File: config.mk
export PLATFORM = sky130hd
export DESIGN_NAME = slmf_ram
export DESIGN_NICKNAME = d
export VERILOG_FILES = /design/src/rtl/slmf_ram.sv
export SDC_FILE = /design/constraint.sdc
export NUM_CORES = 2
export LEC_CHECK = 0
export ABC_AREA = 1
export BUFFER_PORTS_ARGS = -buffer_cell sky130_fd_sc_hd__buf_4
export CAP_MARGIN = 20
export CORE_UTILIZATION = 25
export CTS_BUF_LIST = sky130_fd_sc_hd__clkbuf_16
export DETAILED_ROUTE_END_ITERATION = 8
export PLACE_DENSITY = 0.42
export SLEW_MARGIN = 10
export SYNTH_ARGS = -nofsm -noshare
export SYNTH_HDL_FRONTEND = slang
export SYNTH_SLANG_ARGS = --single-unit
File: constraint.sdc
create_clock -name i_clk -period 7.02 [get_ports i_clk]
set_clock_uncertainty 0.05 [all_clocks]
set_input_delay 1.755 -clock i_clk [delete_from_list [all_inputs] [get_ports i_clk]]
set_output_delay 1.755 -clock i_clk [all_outputs]
set_load 0.005 [all_outputs]
File: src/rtl/slmf_ram.sv
// Simple dual-port RAM: one write port, one read port, registered read (old data on collision).
module slmf_ram #(
    parameter int WIDTH = 16,
    parameter int DEPTH = 256,
    localparam int AW   = (DEPTH > 1) ? $clog2(DEPTH) : 1
) (
    input  logic             i_clk,
    input  logic             i_we,
    input  logic [AW-1:0]    i_waddr,
    input  logic [WIDTH-1:0] i_wdata,
    input  logic             i_re,
    input  logic [AW-1:0]    i_raddr,
    output logic [WIDTH-1:0] o_rdata
);

    logic [WIDTH-1:0] r_mem [DEPTH];
    logic [WIDTH-1:0] r_rdata;

    // Write port
    always_ff @(posedge i_clk) begin
        if (i_we) begin
            r_mem[i_waddr] <= i_wdata;
        end
    end

    // Read port, registered
    always_ff @(posedge i_clk) begin
        if (i_re) begin
            r_rdata <= r_mem[i_raddr];
        end
    end

    assign o_rdata = r_rdata;

endmodule

# Word level (Yosys, flattened, before mapping)
# Memories as Yosys holds them, arrays and structs flattened. A register that Yosys moved wholly into a read port is not among the register bits.
# Cells that the tools add are included.
# Widths: inputs -> output; s select.
totals:
  word_cells: 3
  reg_bits: 0
  n_memories: 1
  mem_bits_rw: 4096
  output_inout_bits: 16
  input_bits: 35
classes:
  mux: 2
memory_table:
  columns: ["memory", "words", "width", "read_ports", "rd_ports_with_merged_regs", "wr", "line", "source"]
  rows:
  - ["r_mem", 256, 16, 1, 1, 1, "16", "logic [WIDTH-1:0] r_mem [DEPTH];"]
op_table:
  columns: ["op", "n"]
  rows:
  - ["$mux 1", 2]

# Depth between registers and ports, before layout
depth:
  depth_word: 2
  depth_mapped: 15
  mapped_depth_nobuf: 11

# Worst setup path before layout
# No wires, ideal clock.
synth_timing:
  path_type: "input to register"
  start: "input i_we"
  end: "memory r_mem[162][0] (enable)"
  n_path_buf: 2
  path_slack_ps: 3375
  cell_stages: 4
  arrival_ps: 3207
  cell_sequence: "clkbuf_1 nand3_1 clkbuf_1 nor2_1"
synth_via:
  elab_chain_cells: 2
synth_lines:
  columns: ["item", "line", "source"]
  rows:
  - ["from (decl)", "8", "input logic i_we,"]
  - ["$mux 1", "21", "if (i_we) begin"]
  - ["$mux 1 (implied by the code)", "22", "r_mem[i_waddr] <= i_wdata;"]
  - ["to (decl)", "16", null]
# No other way between the ends.

==> out/qor.txt <==
CTS tree: yes
Worst-Skew Late Latency: 1.07 ns
Max FO, Critical Path: 150
Sink Count: 4112
worst endpoint required time: 7.84 ns
PwrDens: 275 nW/um2
post-CTS sizing: 0
Cells after Synth: 13617
most frequent cells after synthesis: nand2_1 (4211), edfxtp_1 (4112), nand3_1 (4035)
total core area: 660000 um2
FP Rows: 298
Max-Slew Margin vs Limit: 0.0993
Design Area, Final: 191000 um2
largest net degree at the start of global routing: 151
Synth Area in Compound Gates: 0
worst vdd ir: 0.221 mV
Setup Total Neg Slack: 0 ns
Overall Power: 0.0525 W
RSZ-0062 raised after global routing: no
port bufs: 50
critical path capture point type: flop
Synth Area in Adders: 0
post-CTS setup buffers: 0
CTS root buffer: clkbuf_16
register area share after synthesis: 0.744
CTS clk-pin slew, worst paths: 0.06 ns
mux contribution to synthesized area: 0
Post-synth EDFFs: 4112
largest family of logic cells by synthesized area: simple AND/OR/NAND/NOR gates
delay-heaviest family, CP: simple AND/OR/NAND/NOR gates
f_max: 210 MHz
first-pass GRT wire length: 804000 um
drt total wl: 569000 um
NumNets Final: 13723
WS Path Type: primary input to flop
top-count cell post-synth: nand2_1
pins over their slew limit: 0
Top FF cell, synth: edfxtp_1
die area: 667000 um2
Initial Util: 0.251
Leakage Power: 65.1 nW
Syn Std Cell Area: 166000 um2
DR vias: 106664
leading area contributor after synthesis: edfxtp_1
worst slew pin tran: 1.35 ns
Layout area overhead: 15.2%
hold crit path type: flop to flop
fin crit period: 4.76 ns
yosys warns: 0
H-tree levels: 5
Final Hold Fails: 0
# setup viols final: 0
post-synth top area share: 0.744
DPL Wire Length: 319000 um
Max-cap violations: 0
Seq cells post-synth: 4112
CP Data Arrival Time: 5.58 ns
final period utilization: 0.678
cts hold-fix bufs: 0
main area contributors after synthesis: edfxtp_1 (74%), nand3_1 (12%), nand2_1 (9.5%), buf_2 (1.5%), buf_4 (0.74%)
synth unique cells: 14
outcome: finished, final reports clean
slowest cell delay on critical path: 0.75 ns
Setup crit start kind: primary input
residual overflow from global routing: 0
Final Wtd Congestion: 0.795
CP Cell Sequence: buf_16, inv_16, buf_12, buf_12, nand2_1, nand3_1, nand3_1, nand3_1, nand3_1, nand3_1, nand3_1, nand2_1, nand2_1, nand2_1
deepest clock path buffer count: 4
vias in the first global route: 101491
Synth Area per Inst: 12.2 um2
CP most frequent cell: nand3_1
Initial DRT Pass Iterations: 6
WL/cell: 25.0 um
Placement Cell Area: 178000 um2
post-layout util: 0.290
Iter 0 DRT Violations: 10185
ys async rst share: 0
total CTS buffers: 442
Post-Synth XOR/XNOR Area: 0
Overall Global Routing Usage: 0.164
Layout fillers: 67177
CP max stage cell: inv_16
Mapped Nets: 13652
Post-Synth Simple-Gate Area: 0.223
antenna violations before repair: 32
die width: 817 um
Top Ports: 51
layout cells sized above 1: 0.0880
height of the die: 817 um
vias per inst: 4.69
worst path bufs/invs: 4
Final ANT Viol Nets: 0
DRC viols: 0
-- routing by layer --
metal | up-vias | GRT usage | wire length (um)
li1 | 48798 | - | -
met3 | 664 | 0.0207 | 29200
met5 | - | 0 | 13
met1 | 54343 | 0.235 | 261000
met4 | 2 | 0.0467 | 17600
met2 | 2857 | 0.262 | 261000
-- cell families after synthesis --
logic type,Yosys count
AND/OR/NAND/NOR,8529
flip-flops,4112
buffers and inverters,976
-- sequential cells by signal, summed over array words and instances, names as in the netlist --
register / count
o_rdata: 16
r_mem: 4096
-- worst paths after layout --
| check | end | from | slack (ns) | depth (start not counted) |
|---|---|---|---|---|
| worst max register to register | o_rdata[15]$_DFFE_PP_ | r_mem[167][15]$_DFFE_PP_ | 4.40 | 10 |
| worst min register to register | o_rdata[7]$_DFFE_PP_ | r_mem[90][7]$_DFFE_PP_ | 1.03 | 10 |
| worst max-delay path | o_rdata[2]$_DFFE_PP_ | i_raddr[0] | 2.26 | 14 |
| worst min-delay path | o_rdata[7]$_DFFE_PP_ | r_mem[90][7]$_DFFE_PP_ | 1.03 | 10 |
-- area by class of cell --
class                      count  area [um2]  share of cell area
sequential                  4112      123000               0.646
multi-input combinational   8529       37400               0.196
clock buffer                 446       11200              0.0584
tap                         8700       10900              0.0570
timing repair buffer         564        5690              0.0298
clock inverter               342        2170              0.0114
inverter                      39         200             0.00105
antenna                       28        70.1            0.000367
-- cells in the final DEF, fill, tap and decap left out, types with 14 or more instances in the layout --
cell / count
nand2_1: 4195
clkinv_1: 113
diode_2: 28
clkinv_2: 75
buf_4: 431
nor2_1: 200
bufinv_16: 14
buf_12: 92
inv_1: 142
buf_8: 37
nand3_1: 4035
clkbuf_16: 446
nor2_2: 74
edfxtp_1: 4112
nand2_2: 16
-- worst min-delay path: stages, from the launching register on --
cell      delay, ns
edfxtp_1       0.32
nand2_1        0.05
nand3_1        0.06
nand3_1        0.06
nand3_1        0.08
nand3_1        0.10
nand3_1        0.08
nand3_1        0.06
nand2_1        0.07
nand2_1        0.05
nand2_1        0.05
-- power breakdown --
group | internal [W] | total, W | switching, W
logic | 0.000745 | 0.00335 | 0.00261
registers | 0.0271 | 0.0271 | 0.0000628
clock network | 0.0120 | 0.0220 | 0.00999
total | 0.0398 | 0.0525 | 0.0127
-- through the flow --
step                hold WS, ns  worst slack (ns)  cells
floorplan                 0.861              3.37  13617
global placement           1.05              1.34  21923
detailed placement         1.02              1.32  21938
CTS                       0.986              2.42  22726
global route               1.04              2.20  22749
finish                     1.03              2.26  22760
(Power assumes the default switching activity.)
